<file path="src/sv/adrs_pkg.sv">
// Shared constants for the mono downmix and rate converter block.
package adrs_pkg;

  // Sample format codes
  localparam logic [1:0] FMT_FLOAT32 = 2'd0;
  localparam logic [1:0] FMT_INT16   = 2'd1;
  localparam logic [1:0] FMT_INT32   = 2'd2;
  localparam logic [1:0] FMT_BAD     = 2'd3;

  // Configuration register indexes
  localparam logic [1:0] REG_FORMAT   = 2'd0;
  localparam logic [1:0] REG_CHANNELS = 2'd1;
  localparam logic [1:0] REG_IN_RATE  = 2'd2;
  localparam logic [1:0] REG_TGT_RATE = 2'd3;

  // Field and datapath widths
  localparam int RATE_W = 19;
  localparam int DIV_W  = 20;
  localparam int PCM_W  = 16;
  localparam logic [PCM_W-1:0] PCM_MAX = 16'd32767;

  // Divider modes
  typedef enum logic {DIV_PCM, DIV_RATE} div_mode_t;

endpackage

</file>
<file path="src/sv/audio_downmix_resample_pcm16_top.sv">
// Mono downmix, 16-bit scaling and drop/repeat rate converter.
// A frame-closing item is accumulated, scaled and put through two bit-serial 20-step divides
// (the mean, then the phase); a silent item goes through the phase divide only, and with both
// rates zero no phase divide runs. A new item is accepted only once all results of the last
// one have been sent.
// Reset (synchronous, active low) clears phase, frame sum, channel index, error flag.
module audio_downmix_resample_pcm16_top #(
  parameter int MAX_CHANNELS = 8,
  parameter int MAX_REPEATS  = 64
) (
  input  logic        clk,
  input  logic        rst_n,
  input  logic        cfg_we,
  input  logic [1:0]  cfg_addr,
  input  logic [18:0] cfg_wdata,
  input  logic        in_tvalid,
  output logic        in_tready,
  input  logic [31:0] in_tdata,   // [31:0] sample_word
  input  logic        in_tuser,   // [0] silent
  output logic        out_tvalid,
  input  logic        out_tready,
  output logic [15:0] out_tdata,  // [15:0] pcm_sample
  output logic        out_tuser,  // [0] error
  output logic        out_tlast
);
  import adrs_pkg::*;

  localparam int IW  = (MAX_CHANNELS > 1) ? $clog2(MAX_CHANNELS) : 1;
  localparam int SW  = 33 + IW;
  localparam int CHW = 5;
  localparam int CW  = $clog2(MAX_REPEATS + 1);
  localparam int XW  = SW + 16;
  localparam logic [CHW-1:0] CH_MAX = CHW'(MAX_CHANNELS);
  localparam logic [CW-1:0]  REP_MAX = CW'(MAX_REPEATS);

  typedef enum logic [2:0] {
    ST_IDLE, ST_ACCUM, ST_SCALE, ST_RATE, ST_DIV, ST_EMIT
  } state_t;

  // Configuration registers
  logic [1:0]        fmt_r;
  logic [3:0]        chans_r;
  logic [RATE_W-1:0] in_rate_r, tgt_rate_r;

  always_ff @(posedge clk) begin
    if (!rst_n) begin
      fmt_r      <= FMT_FLOAT32;
      chans_r    <= 4'd1;
      in_rate_r  <= RATE_W'(48000);
      tgt_rate_r <= RATE_W'(16000);
    end else if (cfg_we) begin
      unique case (cfg_addr)
        REG_FORMAT:   fmt_r      <= cfg_wdata[1:0];
        REG_CHANNELS: chans_r    <= cfg_wdata[3:0];
        REG_IN_RATE:  in_rate_r  <= cfg_wdata;
        REG_TGT_RATE: tgt_rate_r <= cfg_wdata;
        default: ;
      endcase
    end
  end

  // Effective channel count and input rate
  logic [CHW-1:0]    ch_eff;
  logic [RATE_W-1:0] rin;
  always_comb begin
    if (chans_r == 4'd0) ch_eff = CHW'(1);
    else if (CHW'(chans_r) > CH_MAX) ch_eff = CH_MAX;
    else ch_eff = CHW'(chans_r);
    rin = (in_rate_r == '0) ? tgt_rate_r : in_rate_r;
  end

  // Convert one raw word to Q1.31
  function automatic logic signed [31:0] to_q31(input logic [31:0] w, input logic [1:0] f);
    logic [7:0]  e;
    logic [23:0] m;
    logic [7:0]  ex;
    logic [7:0]  sh;
    logic [31:0] mag;
    logic signed [31:0] res;
    e  = w[30:23];
    m  = {(e != 8'd0), w[22:0]};
    ex = (e != 8'd0) ? e : 8'd1;
    sh = 8'd119 - ex;
    if (e == 8'd255) mag = '0;
    else if (ex >= 8'd127) mag = 32'h8000_0000;
    else if (ex >= 8'd119) mag = {8'd0, m} << ex[2:0] - 3'd7;
    else if (sh >= 8'd24) mag = '0;
    else mag = {8'd0, m} >> sh[4:0];
    if (w[31]) res = -$signed(mag);
    else if (mag[31]) res = 32'sh7FFF_FFFF;
    else res = $signed(mag);
    if (f == FMT_INT16) res = $signed({w[15:0], 16'd0});
    else if (f == FMT_INT32) res = $signed(w);
    return res;
  endfunction

  state_t                state_r, state_nxt;
  logic [31:0]           word_r, word_nxt;
  logic [IW-1:0]         idx_r, idx_nxt;
  logic signed [SW-1:0]  sum_r, sum_nxt;
  logic                  err_rep_r, err_rep_nxt;
  logic [DIV_W-1:0]      phase_r, phase_nxt;
  logic [DIV_W-1:0]      dq_r, dq_nxt;
  logic [DIV_W-1:0]      drem_r, drem_nxt;
  logic [RATE_W-1:0]     dd_r, dd_nxt;
  logic [4:0]            dcnt_r, dcnt_nxt;
  div_mode_t             dmode_r, dmode_nxt;
  logic                  neg_r, neg_nxt;
  logic [PCM_W-1:0]      pcm_r, pcm_nxt;
  logic                  err_r, err_nxt;
  logic [CW-1:0]         cnt_r, cnt_nxt;

  // Datapath helpers
  logic signed [SW-1:0]  q31_ext;
  logic [SW-1:0]         mag;
  logic [XW-1:0]         xval;
  logic [DIV_W-1:0]      trial, rem_step;
  logic                  qbit;
  logic [DIV_W-1:0]      q_done;
  logic [DIV_W-1:0]      ph_sum;

  always_comb begin
    q31_ext  = SW'(to_q31(word_r, fmt_r));
    mag      = sum_r[SW-1] ? SW'(-sum_r) : SW'(sum_r);
    xval     = (XW'(mag) << 15) - XW'(mag) + (XW'(ch_eff) << 30);
    trial    = {drem_r[DIV_W-2:0], dq_r[DIV_W-1]};
    qbit     = trial >= DIV_W'(dd_r);
    rem_step = qbit ? trial - DIV_W'(dd_r) : trial;
    q_done   = {dq_r[DIV_W-2:0], qbit};
    ph_sum   = phase_r + DIV_W'(tgt_rate_r);
  end

  always_comb begin
    state_nxt   = state_r;
    word_nxt    = word_r;
    idx_nxt     = idx_r;
    sum_nxt     = sum_r;
    err_rep_nxt = err_rep_r;
    phase_nxt   = phase_r;
    dq_nxt      = dq_r;
    drem_nxt    = drem_r;
    dd_nxt      = dd_r;
    dcnt_nxt    = dcnt_r;
    dmode_nxt   = dmode_r;
    neg_nxt     = neg_r;
    pcm_nxt     = pcm_r;
    err_nxt     = err_r;
    cnt_nxt     = cnt_r;
    unique case (state_r)
      ST_IDLE: begin
        if (in_tvalid) begin
          word_nxt = in_tdata;
          if (in_tuser) begin
            idx_nxt   = '0;
            sum_nxt   = '0;
            pcm_nxt   = '0;
            err_nxt   = 1'b0;
            state_nxt = ST_RATE;
          end else if (fmt_r == FMT_BAD) begin
            if (!err_rep_r) begin
              err_rep_nxt = 1'b1;
              pcm_nxt     = '0;
              err_nxt     = 1'b1;
              cnt_nxt     = CW'(1);
              state_nxt   = ST_EMIT;
            end
          end else begin
            state_nxt = ST_ACCUM;
          end
        end
      end
      ST_ACCUM: begin
        sum_nxt = sum_r + q31_ext;
        if (CHW'(idx_r) + CHW'(1) < ch_eff) begin
          idx_nxt   = idx_r + IW'(1);
          state_nxt = ST_IDLE;
        end else begin
          idx_nxt   = '0;
          state_nxt = ST_SCALE;
        end
      end
      ST_SCALE: begin
        // Mean with rounding: floor((mag*32767 + ch*2^30) / 2^31) / ch
        neg_nxt   = sum_r[SW-1];
        sum_nxt   = '0;
        dq_nxt    = DIV_W'(xval >> 31);
        drem_nxt  = '0;
        dd_nxt    = RATE_W'(ch_eff);
        dcnt_nxt  = '0;
        dmode_nxt = DIV_PCM;
        err_nxt   = 1'b0;
        state_nxt = ST_DIV;
      end
      ST_RATE: begin
        if (rin == '0) begin
          state_nxt = ST_IDLE;
        end else begin
          dq_nxt    = ph_sum;
          drem_nxt  = '0;
          dd_nxt    = rin;
          dcnt_nxt  = '0;
          dmode_nxt = DIV_RATE;
          state_nxt = ST_DIV;
        end
      end
      ST_DIV: begin
        // One quotient bit per cycle
        dq_nxt   = q_done;
        drem_nxt = rem_step;
        dcnt_nxt = dcnt_r + 5'd1;
        if (dcnt_r == 5'(DIV_W - 1)) begin
          if (dmode_r == DIV_PCM) begin
            pcm_nxt   = (q_done > DIV_W'(PCM_MAX)) ? PCM_MAX : q_done[PCM_W-1:0];
            if (neg_r) pcm_nxt = -pcm_nxt;
            state_nxt = ST_RATE;
          end else begin
            phase_nxt = rem_step;
            cnt_nxt   = (q_done > DIV_W'(REP_MAX)) ? REP_MAX : CW'(q_done);
            state_nxt = (q_done == '0) ? ST_IDLE : ST_EMIT;
          end
        end
      end
      ST_EMIT: begin
        if (out_tready) begin
          cnt_nxt = cnt_r - CW'(1);
          if (cnt_r == CW'(1)) state_nxt = ST_IDLE;
        end
      end
      default: state_nxt = ST_IDLE;
    endcase
  end

  always_ff @(posedge clk) begin
    if (!rst_n) begin
      state_r   <= ST_IDLE;
      idx_r     <= '0;
      sum_r     <= '0;
      err_rep_r <= 1'b0;
      phase_r   <= '0;
      cnt_r     <= '0;
    end else begin
      state_r   <= state_nxt;
      idx_r     <= idx_nxt;
      sum_r     <= sum_nxt;
      err_rep_r <= err_rep_nxt;
      phase_r   <= phase_nxt;
      cnt_r     <= cnt_nxt;
    end
    word_r  <= word_nxt;
    dq_r    <= dq_nxt;
    drem_r  <= drem_nxt;
    dd_r    <= dd_nxt;
    dcnt_r  <= dcnt_nxt;
    dmode_r <= dmode_nxt;
    neg_r   <= neg_nxt;
    pcm_r   <= pcm_nxt;
    err_r   <= err_nxt;
  end

  // Drive the ports
  assign in_tready  = (state_r == ST_IDLE);
  assign out_tvalid = (state_r == ST_EMIT);
  assign out_tdata  = pcm_r;
  assign out_tuser  = err_r;
  assign out_tlast  = (cnt_r == CW'(1));

endmodule

</file>
<file path="config.mk">
export PLATFORM = sky130hd
export DESIGN_NAME = audio_downmix_resample_pcm16_top
export DESIGN_NICKNAME = d
export VERILOG_FILES = /design/src/sv/adrs_pkg.sv /design/src/sv/audio_downmix_resample_pcm16_top.sv
export SDC_FILE = /design/constraint.sdc
export NUM_CORES = 1
export LEC_CHECK = 0
export ABC_AREA = 1
export BUFFER_PORTS_ARGS = -buffer_cell sky130_fd_sc_hd__buf_2
export CAP_MARGIN = 20
export CORE_ASPECT_RATIO = 1.5
export CORE_MARGIN = 1.5
export CORE_UTILIZATION = 35
export CTS_BUF_LIST = sky130_fd_sc_hd__clkbuf_8
export DETAILED_ROUTE_END_ITERATION = 6
export HOLD_SLACK_MARGIN = 0.08
export PLACE_DENSITY_LB_ADDON = 0.2
export SLEW_MARGIN = 15
export SYNTH_ARGS = -nofsm -noshare
export SYNTH_HDL_FRONTEND = slang
export SYNTH_SLANG_ARGS = --single-unit
</file>
<file path="constraint.sdc">
create_clock -name clk -period 5.52 [get_ports clk]
set_clock_uncertainty 0.05 [all_clocks]
set_input_delay 0 -clock clk [delete_from_list [all_inputs] [get_ports clk]]
set_output_delay 0 -clock clk [all_outputs]
set_load 0.01 [all_outputs]
</file>
==> summary.md <==
| Metric | Value |
|---|---|
| FF-to-FF End | `sum_r[34]$_SDFFE_PN0P_` |
| GR peak layer | `met2` |
| H-Tree Depth | `2` |
| Filler cell count | `6,021` |
| First-pass GRT wire length | `123 mm` |
| Cell mode on critical path | `nand2_1` |
| Vias | `22,800` |
| Count of cell types in the netlist | `60` |
| Final min period | `5510 ps` |
| WL final | `80.8 mm` |
| Initial antenna violation count | `2` |
| Hold Crit Class | `in -> reg` |
| Synth warnings | `0` |
| Global route overflow | `0` |
| Post-synth design cell area | `20,300 um2` |
| Post-DP HPWL | `65.1 mm` |
| Post-DR wirelength/cell | `18.7 um` |
| Antenna viol nets, final | `0` |
| M2 GR Usage | `49.6%` |
| Syn nets | `3,285` |
| CORE AREA | `57,000 um2` |
| Max_cap viols | `0` |
| Worst Setup Start Kind | `flip-flop` |
| Die Area | `59,400 um2` |
| Clock latency on the worst-skew pair | `640 ps` |
| Final setup vio count | `0` |
| Total GRT Usage | `26.8%` |
| CP peak stage delay | `420 ps` |
| F_max | `182 MHz` |
| Routed vias/inst | `5.27` |
| Outcome | `completed` |
| Post-synth EDFFs | `114` |
| Die width | `200 um` |
| CTS buffer count | `42` |
| Largest net degree at the start of global routing | `67` |
| Slew margin rel. | `29.8%` |
| Area grow syn2layout | `29.1%` |
| DRC errors left | `0` |
| CP Data Arrival Time | `5980 ps` |
| CP startpoint | `word_r[29]$_DFFE_PP_` |
| Die Ht | `298 um` |
| Crit-path slowest cell | `edfxtp_1` |
| I/O pin count | `79` |
| Depth of the worst register-to-register path | `36` |
| WP data required | `5990 ps` |
| Fin nets | `3,731` |
| RSZ-0062 raised after global routing | `yes` |
| Part of the cycle the worst path needs | `99.8%` |
| Mapped Avg Cell Area | `6.58 um2` |
| PortBufs | `78` |
| Clock buffer depth | `3` |
| Sink Count | `228` |
| Final slew viol count | `0` |
| Violation count after the first detailed-route iteration | `1,593` |
| Worst Setup End Kind | `flip-flop` |
| FF+latch count, synth | `228` |
| CTS tree | `built` |
| Final setup TNS | `0 ps` |
| Worst-path clk slew | `60 ps` |
| Number of global-route vias before repair | `22,600` |
| CP Class | `reg -> reg` |
| Tightest Pin Transition | `1040 ps` |
| CTS root buf | `clkbuf_8` |
| Maximum fanout along the worst path | `12` |
| Routability cong. | `0.981` |
| Grt met1 use | `28.1%` |
| FF-to-FF setup slack | `10 ps` |
| Register area share after synthesis | `28.1%` |
| Starting Density | `35.5%` |
| Ys async rst share | `0%` |
| Routing usage on met3 | `2.67%` |
| DRT Pass-1 Iters | `6` |
| Final hold vios | `0` |
| Layout cells sized above 1 | `17.2%` |
| Synth Instances | `3,082` |
| Critical R2R Launch | `word_r[29]$_DFFE_PP_` |
| Main synth FF type | `edfxtp_1` |
| Rows | `107` |
| Worst Setup EP | `sum_r[34]$_SDFFE_PN0P_` |
[cells in the mapped netlist, drive strengths merged, types with 23 or more instances]
library cell    n  share of area (%)
inv           380                7.0
buf            30                1.0
a21oi         297                7.4
nand3         237                5.9
ha            137                8.5
edfxtp        114                 17
nor2          339                6.7
o21ai         227                5.8
dfxtp         114                 11
o211ai         49                1.8
a31oi          29               0.89
nor3           58                1.5
clkbuf         64                1.2
or2            23               0.71
xor2           52                2.2
nand4          27               0.83
nand2         746                 14
[layer usage]
metal  vias up  routed length [um]  share of wire [%]
li1      11300                   -                  -
met1     10600               29800                 37
met2       693               42000                 52
met3       235                2970                3.7
met4         2                6010                7.4
met5         -                  11              0.014
[area by class of cell]
cell class | instances | area, um2 | share of cell area (%)
well taps | 763 | 955 | 3.65
flip-flops and latches | 228 | 5710 | 21.8
clock inverters | 29 | 382 | 1.46
clock buffers | 49 | 674 | 2.58
inverters | 386 | 1470 | 5.61
multi-input cells | 2374 | 13100 | 50.0
repair buffers | 496 | 3890 | 14.9
diodes | 1 | 2.50 | 0.00956
[sequential cells by signal (all words and copies together) (netlist names), 2 cells and up]
name	count
state_r	3
dcnt_r	5
tgt_rate_r	19
cnt_r	7
dq_r	20
dd_r	19
in_rate_r	19
drem_r	19
idx_r	3
out_tdata	16
chans_r	4
fmt_r	2
word_r	32
phase_r	20
sum_r	36
[worst min path at each step]
stage	from	endpoint	slack (ps)	cells past startpoint
finish	cfg_wdata[8]	in_rate_r[8]$_SDFFE_PN1P_	130	4
global route	cfg_wdata[8]	in_rate_r[8]$_SDFFE_PN1P_	140	4
CTS	cfg_wdata[8]	in_rate_r[8]$_SDFFE_PN1P_	80	4
detailed placement	in_tdata[14]	word_r[14]$_DFFE_PP_	130	1
global placement	in_tdata[12]	word_r[12]$_DFFE_PP_	130	1
floorplan	in_tdata[0]	word_r[0]$_DFFE_PP_	50	0
[critical path, delay by kind of cell, from the launching register on]
| family | cells | cell delay (ps) |
|---|---|---|
| AO/OA/AOI/OAI | 13 | 2300 |
| AND/OR/NAND/NOR | 18 | 1670 |
| buffers and inverters | 4 | 660 |
| flip-flops | 1 | 420 |
| adder cells (fa/ha/maj) | 1 | 290 |
[stage by stage]
stage / hold slack [ps] / worst slack, ps / instance area (um2) / utilization [%] / std cells
floorplan: 48.9 / 550 / 20300 / - / 3082
global placement: 126 / -131 / 23400 / 41.1 / 4115
detailed placement: 128 / -236 / 23400 / 41.1 / 4115
CTS: 82.0 / 8.14 / 25700 / 45.0 / 4305
global route: 138 / -248 / 26200 / 45.9 / 4326
finish: 132 / 11.5 / 26200 / 45.9 / 4326
[what timing repair did]
item / 4_1_cts / 5_1_grt
hold buffers: 111 / 0
pin swaps: 2 / 10
endpoints found under the setup margin: 17 / 39
gates resized for setup: 15 / 102
hold endpoints to repair: 139 / 0
setup buffers: 1 / 18
cloned: 0 / 2
[placed cells by master, fill, tap and decap left out, types with 17 or more instances in the layout]
cell type	netlist	layout
a21oi_1	292	278
a31oi_1	29	22
nor3_1	57	43
or2_2	19	19
buf_4	2	299
nand4_1	27	27
nor2_2	4	18
nand2_2	14	22
buf_2	12	78
o211ai_1	49	49
a21oi_2	5	17
edfxtp_1	114	114
ha_1	137	133
o21ai_0	215	198
dlygate4sd3_1	0	111
inv_1	371	374
nand2_1	732	722
nand3_1	234	229
xor2_1	52	49
clkbuf_8	0	49
o21ai_1	7	20
dfxtp_1	114	114
nor2_1	328	312
[cells by family after synthesis]
group,after synthesis,synth area share (%)
buffers and inverters,480,9.40
muxes,7,0.346
AOI/OAI and AO/OA,697,19.5
and+or+nand+nor,1457,30.5
xor gates and xnor gates,69,2.98
adders and majority gates,144,9.15
DFF,228,28.1
Power is not shown: default switching activity piles up to over one toggle a cycle in this logic, so the estimate is an artifact.
